### src/rtl/fwss_pkg.sv
// Shared types and constants for the state queue with membership search.
package fwss_pkg;

   localparam int STATE_BITS = 64;
   localparam int EIU_BITS   = 5;
   localparam int CSR_DATA_BITS = 32;
   localparam int CSR_ADDR_BITS = 3;
   localparam logic [EIU_BITS-1:0] EIU_RESET = 5'd9;

   // Register index is taken from the word address bit of paddr.
   localparam logic REG_ELEMENTS_IN_USE = 1'b0;

   typedef enum logic [1:0] {
      KIND_PUSH   = 2'd0,
      KIND_POP    = 2'd1,
      KIND_SEARCH = 2'd2,
      KIND_CLEAR  = 2'd3
   } kind_type;

   typedef enum logic [1:0] {
      ST_IDLE,
      ST_POP_WAIT,
      ST_SEARCH
   } fsm_type;

   typedef struct packed {
      logic [1:0]            kind;
      logic [STATE_BITS-1:0] state_word;
   } req_type;

   typedef struct packed {
      logic [STATE_BITS-1:0] popped_state;
      logic                  pop_valid;
      logic                  found;
      logic                  empty_flag;
      logic                  full_refused;
   } rsp_type;

endpackage

### src/rtl/fwss_match.sv
// Search key and compare mask registers with the masked equality compare.
module fwss_match
   import fwss_pkg::*;
#(
   parameter int TILE_COUNT = 16,
   parameter int TILE_BITS  = 4
) (
   input  logic                  clock,
   input  logic                  load,
   input  logic [EIU_BITS-1:0]   count,
   input  logic [STATE_BITS-1:0] key,
   input  logic [STATE_BITS-1:0] entry,
   output logic                  hit
);

   localparam int WIDTH_BITS = 8;

   logic [STATE_BITS-1:0] key_ff;
   logic [STATE_BITS-1:0] mask_ff;
   logic [STATE_BITS-1:0] mask_in;
   logic [EIU_BITS-1:0]   count_sat;
   logic [WIDTH_BITS-1:0] cmp_bits;

   // The count saturates at the tile count; a compared width past the word covers it all.
   assign count_sat = (count > EIU_BITS'(TILE_COUNT)) ? EIU_BITS'(TILE_COUNT) : count;
   assign cmp_bits  = WIDTH_BITS'({3'b000, count_sat} * WIDTH_BITS'(TILE_BITS));

   for (genvar b = 0; b < STATE_BITS; b++) begin : g_mask
      assign mask_in[b] = (WIDTH_BITS'(b) < cmp_bits);
   end

   always_ff @(posedge clock) begin
      if (load) begin
         key_ff  <= key;
         mask_ff <= mask_in;
      end
   end

   assign hit = (((entry ^ key_ff) & mask_ff) == '0);

endmodule

### config.mk
export PLATFORM = sky130hd
export DESIGN_NAME = fwss_match
export DESIGN_NICKNAME = d
export VERILOG_FILES = /design/src/rtl/fwss_pkg.sv /design/src/rtl/fwss_match.sv
export SDC_FILE = /design/constraint.sdc
export NUM_CORES = 1
export LEC_CHECK = 0
export BUFFER_PORTS_ARGS = -buffer_cell sky130_fd_sc_hd__buf_2
export CAP_MARGIN = 20
export CORE_UTILIZATION = 40
export DETAILED_ROUTE_END_ITERATION = 10
export GPL_TIMING_DRIVEN = 0
export PLACE_DENSITY = 0.71
export SYNTH_ARGS = -nofsm -noshare
export SYNTH_HDL_FRONTEND = slang
export SYNTH_SLANG_ARGS = --single-unit
### constraint.sdc
create_clock -name clock -period 1.31 [get_ports clock]
set_input_delay 0.131 -clock clock [delete_from_list [all_inputs] [get_ports clock]]
set_output_delay 0.131 -clock clock [all_outputs]
set_load 0.02 [all_outputs]
---- After elaboration in Yosys (flattened, before gate mapping) ----
Cells that the tools add are included.
Widths: inputs -> output; s select.
storage, ports and cells
  output and inout port bits .............. 1
  logic and storage cells ................. 71
  register bits after elaboration ......... 128
  input bits .............................. 135
cells by class
  reduce and logical (&&, ||, !) cells .... 1
  magnitude comparators ................... 65
  bitwise operators ....................... 2
  multiplexer cells ....................... 1
operators with widths
  kind                count
  $lt 6x7->1 const A  32
  $lt 5x7->1 const A  16
  $and 64x64->64      1
  $logic_not 64->1    1
  $xor 64x64->64      1
  $lt 4x7->1 const A  8
  $lt 3x7->1 const A  4
  $lt 1x7->1 const A  2
  $lt 2x7->1 const A  2
  $gt 5x5->1 const B  1
  $mux 5              1

---- Logic depth before layout (Yosys ltp) ----
Gate-level depths: netlist of run 1.
  word-level depth ........................ 3
  gate-level depth with buffers ........... 6
  mapped depth without buffers ............ 5

---- Worst setup path after synthesis of run 1 ----
Ideal clock, no wire load.
  path kind ............................... flip-flop to output port
  start ................................... register key_ff[27]
  end ..................................... output port hit
  setup slack ............................. -0.530 ns
  stages on the path, launching flop included .. 5
  arrival ................................. 1.709 ns
  buffers on the path ..................... 0
  data required time ...................... 1.179 ns
  cells stage by stage .................... edfxtp_1 > xor2_1 > o41ai_1 > nand4_1 > nor4_1
between the ends
  longest elaborated chain between the ends .. 3
RTL lines
  item                    RTL line          source
  from (decl)             fwss_match.sv:18  logic [STATE_BITS-1:0] key_ff;
  from (signal assigned)  fwss_match.sv:34  key_ff <= key;
  $xor 64x64->64          fwss_match.sv:39  assign hit = (((entry ^ key_ff) & mask_ff) == '0);
  $and 64x64->64          fwss_match.sv:39
  $logic_not 64->1        fwss_match.sv:39
  to (decl)               fwss_match.sv:13  output logic hit
Every way passes these cells.

---- Worst setup path after layout of run 1 ----
  start ................................... register key_ff[29]
  end ..................................... output port hit
The elaborated chain is that of the path after synthesis.

==> impl_summary.log, run 1 <==
[metrics] mean routed wirelength per cell: between 10 and 15 um
[metrics] estimated wirelength of the detail-placed design: between 4000 and 5000 um
[metrics] Cell Area, Placed: just over 4000 um2
[metrics] setup repair after global routing missed its margin: true
[metrics] Post-Syn Nets: 330
[metrics] DRC violation count after routing: 0
[metrics] timing-limited maximum frequency: approximately 0.47 GHz
[metrics] power per cell area: 1150 nW/um2
[metrics] Slew HR: 0.759
[metrics] tightest hold margin: 0.173 ns
[metrics] Netlist cell types: 19
[metrics] worst path required time: 1.18 ns
[metrics] max-capacitance violation count: 0
[metrics] finished layout cell area: ~5100 um2
[metrics] vias in the first global route: between 2000 and 2500
[metrics] number of buffers inserted to repair setup after CTS: 0
[metrics] result of the run: finished with violations
[metrics] routed wire length: 7370 um
[metrics] Detail Route Antenna Nets: 0
[metrics] clock net sink count: 80
[metrics] Post-Place Worst Slack: -0.579 ns
[metrics] number of iterations in the first detailed-routing pass: 4
[metrics] CTS tree: built
[metrics] Initial Utilization: 0.419
[metrics] via count: around 2300
[metrics] core area: 7850 um2
[metrics] CP Class: reg -> out
[metrics] category of the worst setup path launch point: flop
[metrics] count of pins on the block boundary: 136
[metrics] largest net degree at the start of global routing: between 60 and 70
[metrics] Root Buffer Master: sky130_fd_sc_hd__clkbuf_8
[metrics] total clock buffers created by CTS: 9
[metrics] largest stage delay on the critical path: approximately 0.40 ns
[metrics] Synth Register Bits: 80
[metrics] die outline area: about 8600 um2
[metrics] clock transition at the registers of the reported paths: around 0.080 ns
[metrics] antenna violations before repair: 0
[metrics] violations in the final reports: setup timing
[metrics] final number of max-transition violations: 0
[metrics] Hold Path End: mask_ff[43]$_DFFE_PP_
[metrics] average cell area after synthesis: ~17 um2
[metrics] buffers from clock root to sink, at most: 2
[metrics] floorplan die height: 92.6 um
[metrics] Cell Rows: 32
[metrics] HP Class: in -> reg
[metrics] All-Layer GR Usage: 0.177
[metrics] wire length of the first global-routing pass: around 11000 um
[metrics] nature of the critical path endpoint: output port
[metrics] share of final-layout standard cells stronger than drive strength 1: 0.397
[metrics] Net count, final: approximately 540
[metrics] CP Data Arrival Time: 1.98 ns
[metrics] largest vdd supply drop: between 0.6 and 0.7 mV
[metrics] final worst path period share: 1.61
[metrics] instance count of the mapped netlist: approximately 200
[metrics] Total Power: about 5.8 mW
[metrics] Max stage delay cell, worst path: sky130_fd_sc_hd__edfxtp_1
[metrics] launch point of the worst hold path: count[3]
[metrics] total standard cell area after synthesis: approximately 3300 um2
[metrics] Max H-tree Level: 3
[metrics] Starting DRT DRC Count: slightly below 100
[metrics] number of buffers added on ports: between 100 and 150
[metrics] area growth from synthesis to final layout: 53.9%
[metrics] sequence of cells on the critical path: xor2_1, o41ai_2, nand4_1, nor4_4, buf_4
[metrics] post-route minimum period: 2.11 ns
[metrics] antenna fix cells: 0
[metrics] family of cells with the greatest summed delay on the critical path: simple AND/OR/NAND/NOR gates
[metrics] filler cell count in the final layout: ~620
[metrics] part of the Yosys area used for sequential elements: 0.731
[metrics] final weighted congestion of routability-driven global placement: 0.716
[metrics] Min-Delay Path Depth: 2
[metrics] average vias per placed instance: 4.54
[metrics] count of buffer and inverter cells on the critical path: 1
[metrics] final-report hold violation count: 0
[metrics] global route total overflow: 0
[metrics] min setup slack post-route: -0.804 ns
[metrics] measured slew at the worst slew-check pin: about 0.36 ns
[metrics] final setup violation count: 1
[metrics] Crit Path Max Fanout: 1
[metrics] number of synthesis warnings: 0
[metrics] Die X-Extent: ~93 um
[metrics] LEAKAGE: roughly 2.1 nW
[metrics] final design utilization: 0.644
[cell type report]
| type | instances | area, um2 | area share |
|---|---|---|---|
| repair buffers | 197 | 1330 | 0.264 |
| clock inverters | 5 | 81.3 | 0.0161 |
| flip-flops and latches | 80 | 2400 | 0.475 |
| multi-input cells | 109 | 956 | 0.189 |
| plain buffers | 4 | 16.3 | 0.00322 |
| inverters | 2 | 7.51 | 0.00148 |
| well taps | 102 | 128 | 0.0252 |
| clock buffers | 11 | 131 | 0.0260 |
[stage by stage]
stage               setup TNS (ns)  std cells
detailed placement          -0.715        430
floorplan                   -0.263        195
finish                      -0.804        510
CTS                         -0.836        510
global route                -0.890        510
global placement            -41.36        429
[routing by layer]
layer,vias up,track usage,wire (um)
li1,1148,-,-
met1,1069,0.188,2840
met2,90,0.338,3960
met3,8,0.0386,485
met4,0,0.0667,84
met5,-,0,0
[state kept, by name, summed over array words and instances, names as in the netlist]
signal,flops
key_ff,64
mask_ff,16
[how the worst max path moves through the flow]
stage                     depth (start not counted)  slack [ns]  end                 start
final                                             5       -0.80  hit  key_ff[29]$_DFFE_PP_
after global routing                              5       -0.89  hit  key_ff[24]$_DFFE_PP_
after CTS                                         5       -0.84  hit  key_ff[24]$_DFFE_PP_
after detailed placement                          5       -0.58  hit  key_ff[48]$_DFFE_PP_
after global placement                            5       -0.60  hit  key_ff[48]$_DFFE_PP_
after floorplan                                   4       -0.26  hit  key_ff[13]$_DFFE_PP_
[cells by family (layout without fill, tap and decap cells)]
logic type                count (synthesis)  in the layout  share of synthesized area
AOI/OAI and AO/OA                        23             23                     0.0575
xor gates and xnor gates                 64             64                      0.171
buffers and inverters                     6            219                    0.00724
DFF                                      80             80                      0.731
and+or+nand+nor                          22             22                     0.0331
[where the power goes]
group          leakage [nW]  internal, mW  switching [mW]  total [mW]
sequential            0.785          3.04          0.0886        3.13
clock                 0.104          1.08           0.844        1.92
combinational          1.21         0.427           0.313       0.739
[cell usage in the layout, fill, tap and decap left out]
cell type / n
sky130_fd_sc_hd__clkinvlp_4: 1
sky130_fd_sc_hd__nor2_1: 3
sky130_fd_sc_hd__nand2_1: 8
sky130_fd_sc_hd__xor2_1: 64
sky130_fd_sc_hd__a21o_1: 1
sky130_fd_sc_hd__nor4_4: 1
sky130_fd_sc_hd__inv_1: 2
sky130_fd_sc_hd__o41ai_1: 5
sky130_fd_sc_hd__clkinv_4: 1
sky130_fd_sc_hd__nand4_1: 4
sky130_fd_sc_hd__dlygate4sd3_1: 64
sky130_fd_sc_hd__o21a_1: 1
sky130_fd_sc_hd__nand3_1: 1
sky130_fd_sc_hd__a31o_2: 1
sky130_fd_sc_hd__buf_2: 130
sky130_fd_sc_hd__or2_2: 1
sky130_fd_sc_hd__clkbuf_1: 5
sky130_fd_sc_hd__o31ai_1: 1
sky130_fd_sc_hd__o21ai_0: 2
sky130_fd_sc_hd__bufinv_16: 2
sky130_fd_sc_hd__clkinv_2: 1
sky130_fd_sc_hd__buf_16: 1
sky130_fd_sc_hd__clkbuf_8: 9
sky130_fd_sc_hd__edfxtp_1: 80
sky130_fd_sc_hd__o41ai_2: 11
sky130_fd_sc_hd__nand2b_1: 4
sky130_fd_sc_hd__o21bai_1: 1
sky130_fd_sc_hd__buf_4: 2
sky130_fd_sc_hd__clkbuf_2: 1
[Yosys cell counts, drive strengths merged]
cell,n,share of area
a31o,1,0.0027
o21a,1,0.0023
o21bai,1,0.0023
or2,1,0.0019
a21o,1,0.0023
edfxtp,80,0.73
nand2,8,0.0091
o31ai,1,0.0023
nand4,4,0.0076
nor4,1,0.0019
nand2b,4,0.0076
nor2,3,0.0034
xor2,64,0.17
clkbuf,4,0.0050
nand3,1,0.0015
inv,2,0.0023
o41ai,16,0.043
o21ai,2,0.0030
[timing repair]
item | CTS | global route
gates resized for setup | 9 | 3
pin swaps | 12 | 3
setup endpoints to repair | 1 | 1
gates cloned | 0 | 0
hold endpoints to repair | 64 | 0
hold buffers | 64 | 0
(Power assumes the default switching activity.)
==> run 2: changes to the inputs <==
Settings changed: CELL_PAD_IN_SITES_DETAIL_PLACEMENT set to 0, CELL_PAD_IN_SITES_GLOBAL_PLACEMENT set to 2, CORE_UTILIZATION 40 to 28, GPL_TIMING_DRIVEN 0 to not set, PLACE_DENSITY 0.71 to not set, PLACE_DENSITY_LB_ADDON set to 0.1.
==> run 2 against run 1 <==
Compared with the run above: the flow still finishes with violations (setup timing); sequential cell count unchanged; sequential share of layout area down 1.9 points; setup slack better by 0.0072 ns; sequential power about the same; first-iteration DRC count down 14%; combinational power up 2.8%; largest cell class unchanged.
==> impl_summary.log, run 2 (same netlist as run 1, synthesis figures left out) <==
[metrics] Cell Int Power: 5.14 mW (was 4.55 mW)
[metrics] clock net sink count: 80 (unchanged)
[metrics] finished layout cell area: 5270 um2 (was 5060 um2)
[metrics] met3 wire length: 500 um (was 485 um)
[metrics] floorplan die height: 110 um (was 92.6 um)
[metrics] worst path required time: 1.18 ns (about the same)
[metrics] min setup slack post-route: -0.797 ns (was -0.804 ns)
[metrics] clock transition at the registers of the reported paths: 0.06 ns (was 0.08 ns)
[metrics] buffers from clock root to sink, at most: 2 (unchanged)
[metrics] Slew HR: 0.728 (was 0.759)
[metrics] tightest hold margin: 0.111 ns (was 0.173 ns)
[metrics] Biggest register: key_ff (unchanged)
[metrics] met1 routed wirelength after detailed routing: 3200 um (was 2840 um)
[metrics] area growth from synthesis to final layout: 60.5% (was 53.9%)
[metrics] CP Data Arrival Time: 1.98 ns (about the same)
[metrics] Seq pwr share: 0.483 (was 0.541)
[metrics] power per cell area: 1230 nW/um2 (was 1150 nW/um2)
[metrics] setup repair after global routing missed its margin: true (unchanged)
[metrics] final worst path period share: 1.61 (about the same)
[metrics] highest routed metal layer: met4 (unchanged)
[metrics] Die X-Extent: 110 um (was 92.6 um)
[metrics] antenna fix cells: 0 (unchanged)
[metrics] DRC violation count after routing: 0 (unchanged)
[metrics] most common library cell in the layout ignoring fill and taps: sky130_fd_sc_hd__buf_2 (unchanged)
[metrics] Total Negative Setup Slacks: -0.797 ns (was -0.804 ns)
[metrics] fraction of power spent switching nets: 0.208 (was 0.215)
[metrics] number of flip-flops under the largest register name: 64 (unchanged)
[metrics] Initial Utilization: 0.288 (was 0.419)
[metrics] global route total overflow: 0 (unchanged)
[metrics] launch point of the worst hold path: count[3] (unchanged)
[metrics] CTS tree: built (unchanged)
[metrics] number of buffers inserted to repair setup after CTS: 0 (unchanged)
[metrics] share of final-layout standard cells stronger than drive strength 1: 0.411 (was 0.397)
[metrics] average vias per placed instance: 4.17 (was 4.54)
[metrics] total clock buffers created by CTS: 9 (unchanged)
[metrics] count of pins on the block boundary: 136 (unchanged)
[metrics] violations in the final reports: setup timing (unchanged)
[metrics] antenna violations before repair: 0 (unchanged)
[metrics] largest net degree at the start of global routing: 29 (was 62)
[metrics] power share of the combinational group: 0.117 (was 0.128)
[metrics] Crit Path Max Fanout: 1 (unchanged)
[metrics] post-route minimum period: 2.11 ns (about the same)
[metrics] number of iterations in the first detailed-routing pass: 4 (unchanged)
[metrics] category of the worst setup path launch point: flop (unchanged)
[metrics] result of the run: finished with violations (unchanged)
[metrics] All-Layer GR Usage: 0.127 (was 0.177)
[metrics] vias in the first global route: 2370 (was 2497)
[metrics] mean routed wirelength per cell: 13.6 um (was 14.4 um)
[metrics] nature of the critical path endpoint: output port (unchanged)
[metrics] Root Buffer Master: sky130_fd_sc_hd__clkbuf_16 (was sky130_fd_sc_hd__clkbuf_8)
[metrics] wire length of the first global-routing pass: 11000 um (was 11200 um)
[metrics] final-report hold violation count: 0 (unchanged)
[metrics] LEAKAGE: 2.19 nW (was 2.10 nW)
[metrics] HP Class: in -> reg (unchanged)
[metrics] Cell Area, Placed: 4240 um2 (was 4120 um2)
[metrics] largest registers: key_ff: 64 flops, mask_ff: 16 flops (unchanged)
[metrics] final weighted congestion of routability-driven global placement: 0.707 (was 0.716)
[metrics] max-capacitance violation count: 0 (unchanged)
[metrics] measured slew at the worst slew-check pin: 0.402 ns (was 0.362 ns)
[metrics] routed wire length: 7600 um (was 7370 um)
[metrics] Detail Route Antenna Nets: 0 (unchanged)
[metrics] estimated wirelength of the detail-placed design: 5500 um (was 4780 um)
[metrics] final design utilization: 0.462 (was 0.644)
[metrics] via count: 2330 (was 2315)
[metrics] Max H-tree Level: 3 (unchanged)
[metrics] Cell Rows: 39 (was 32)
[metrics] Net count, final: 546 (was 538)
[metrics] switching power total: 1.35 mW (was 1.25 mW)
[metrics] Starting DRT DRC Count: 85 (was 99)
[metrics] die outline area: 12200 um2 (was 8580 um2)
[metrics] largest stage delay on the critical path: 0.45 ns (was 0.40 ns)
[metrics] CP Class: reg -> out (unchanged)
[metrics] number of buffers added on ports: 135 (was 132)
[metrics] worst setup path startpoint: key_ff[57]$_DFFE_PP_ (was key_ff[29]$_DFFE_PP_)
[metrics] Max stage delay cell, worst path: sky130_fd_sc_hd__o41ai_1 (was sky130_fd_sc_hd__edfxtp_1)
[metrics] core area: 11400 um2 (was 7850 um2)
[metrics] final setup violation count: 1 (unchanged)
[metrics] timing-limited maximum frequency: 0.475 GHz (was 0.473 GHz)
[metrics] sequence of cells on the critical path: xor2_1, o41ai_1, nand4_1, nor4_4, buf_4 (was xor2_1, o41ai_2, nand4_1, nor4_4, buf_4)
[metrics] final number of max-transition violations: 0 (unchanged)
[metrics] met2 routed wirelength: 3780 um (was 3960 um)
[metrics] largest vdd supply drop: 0.577 mV (was 0.617 mV)
[metrics] clock network fraction of design power: 0.400 (was 0.331)
[metrics] most frequent cells in the layout: sky130_fd_sc_hd__buf_2, sky130_fd_sc_hd__edfxtp_1, sky130_fd_sc_hd__xor2_1, sky130_fd_sc_hd__dlygate4sd3_1 (was sky130_fd_sc_hd__buf_2, sky130_fd_sc_hd__edfxtp_1, sky130_fd_sc_hd__xor2_1, sky130_fd_sc_hd__dlygate4sd3_1, sky130_fd_sc_hd__o41ai_2)
-- run 2: cell count changes in the layout (fill, tap and decap cells not counted), moves of 2 or more --
cell                        delta
sky130_fd_sc_hd__buf_12        +2
sky130_fd_sc_hd__buf_2         +3
sky130_fd_sc_hd__buf_4         +8
sky130_fd_sc_hd__clkbuf_1      -5
sky130_fd_sc_hd__clkbuf_16     +9
sky130_fd_sc_hd__clkbuf_8      -9
sky130_fd_sc_hd__clkinv_1      +3
-- run 2: repair_timing --
| action | in CTS | in global routing |
|---|---|---|
| endpoints found under the setup margin | 1 | 1 |
| hold endpoints to repair | 64 | 0 |
| gates cloned | 0 | 0 |
| hold buffers | 64 | 0 |
| gates resized for setup | 9 | 2 |
| pin swaps | 6 | 2 |
-- run 2: layer usage --
layer / global-route usage / vias to the layer above
met1: 0.149 / 1076
met2: 0.214 / 78
met4: 0.0592 / 0
met3: 0.0347 / 8
met5: 0 / -
li1: - / 1168
-- run 2: cell type report --
| class | count | area [um2] |
|---|---|---|
| sequential | 80 | 2400 |
| multi-input combinational | 109 | 948 |
| fill | 1062 | 6150 |
| inverter | 2 | 7.51 |
| timing repair buffer | 209 | 1420 |
| clock buffer | 9 | 225 |
| tap | 143 | 179 |
| clock inverter | 7 | 86.3 |
-- run 2: power by group through the flow --
stage	Clock [mW]	Sequential [mW]	Combinational, mW
after global routing	2.79	3.15	0.844
final	2.60	3.13	0.760
after CTS	2.69	3.13	0.766
after detailed placement	0	3.19	0.579
after floorplan	0	3.16	0.226
after global placement	0	3.18	0.573
-- run 2: per-stage QoR --
step,worst slack [ns],power (mW),std cells
after floorplan,-0.263,3.39,195
after CTS,-0.859,6.59,559
after detailed placement,-0.653,3.76,479
after global routing,-0.904,6.78,559
final,-0.797,6.49,559
after global placement,-0.676,3.76,479
-- run 2: path summary, 6_finish.rpt --
| path | endpoint | slack, ns | cells after the start |
|---|---|---|---|
| worst max-delay path | hit | -0.80 | 5 |
| worst min-delay path | mask_ff[31]$_DFFE_PP_ | 0.11 | 3 |
-- run 2: critical path, delay by kind of cell, from the launching register on --
kind            cells  cell delay (ns)
compound gates      1             0.45
buf+inv             1             0.18
xor+xnor            1             0.18
flops               1             0.37
simple gates        2             0.46
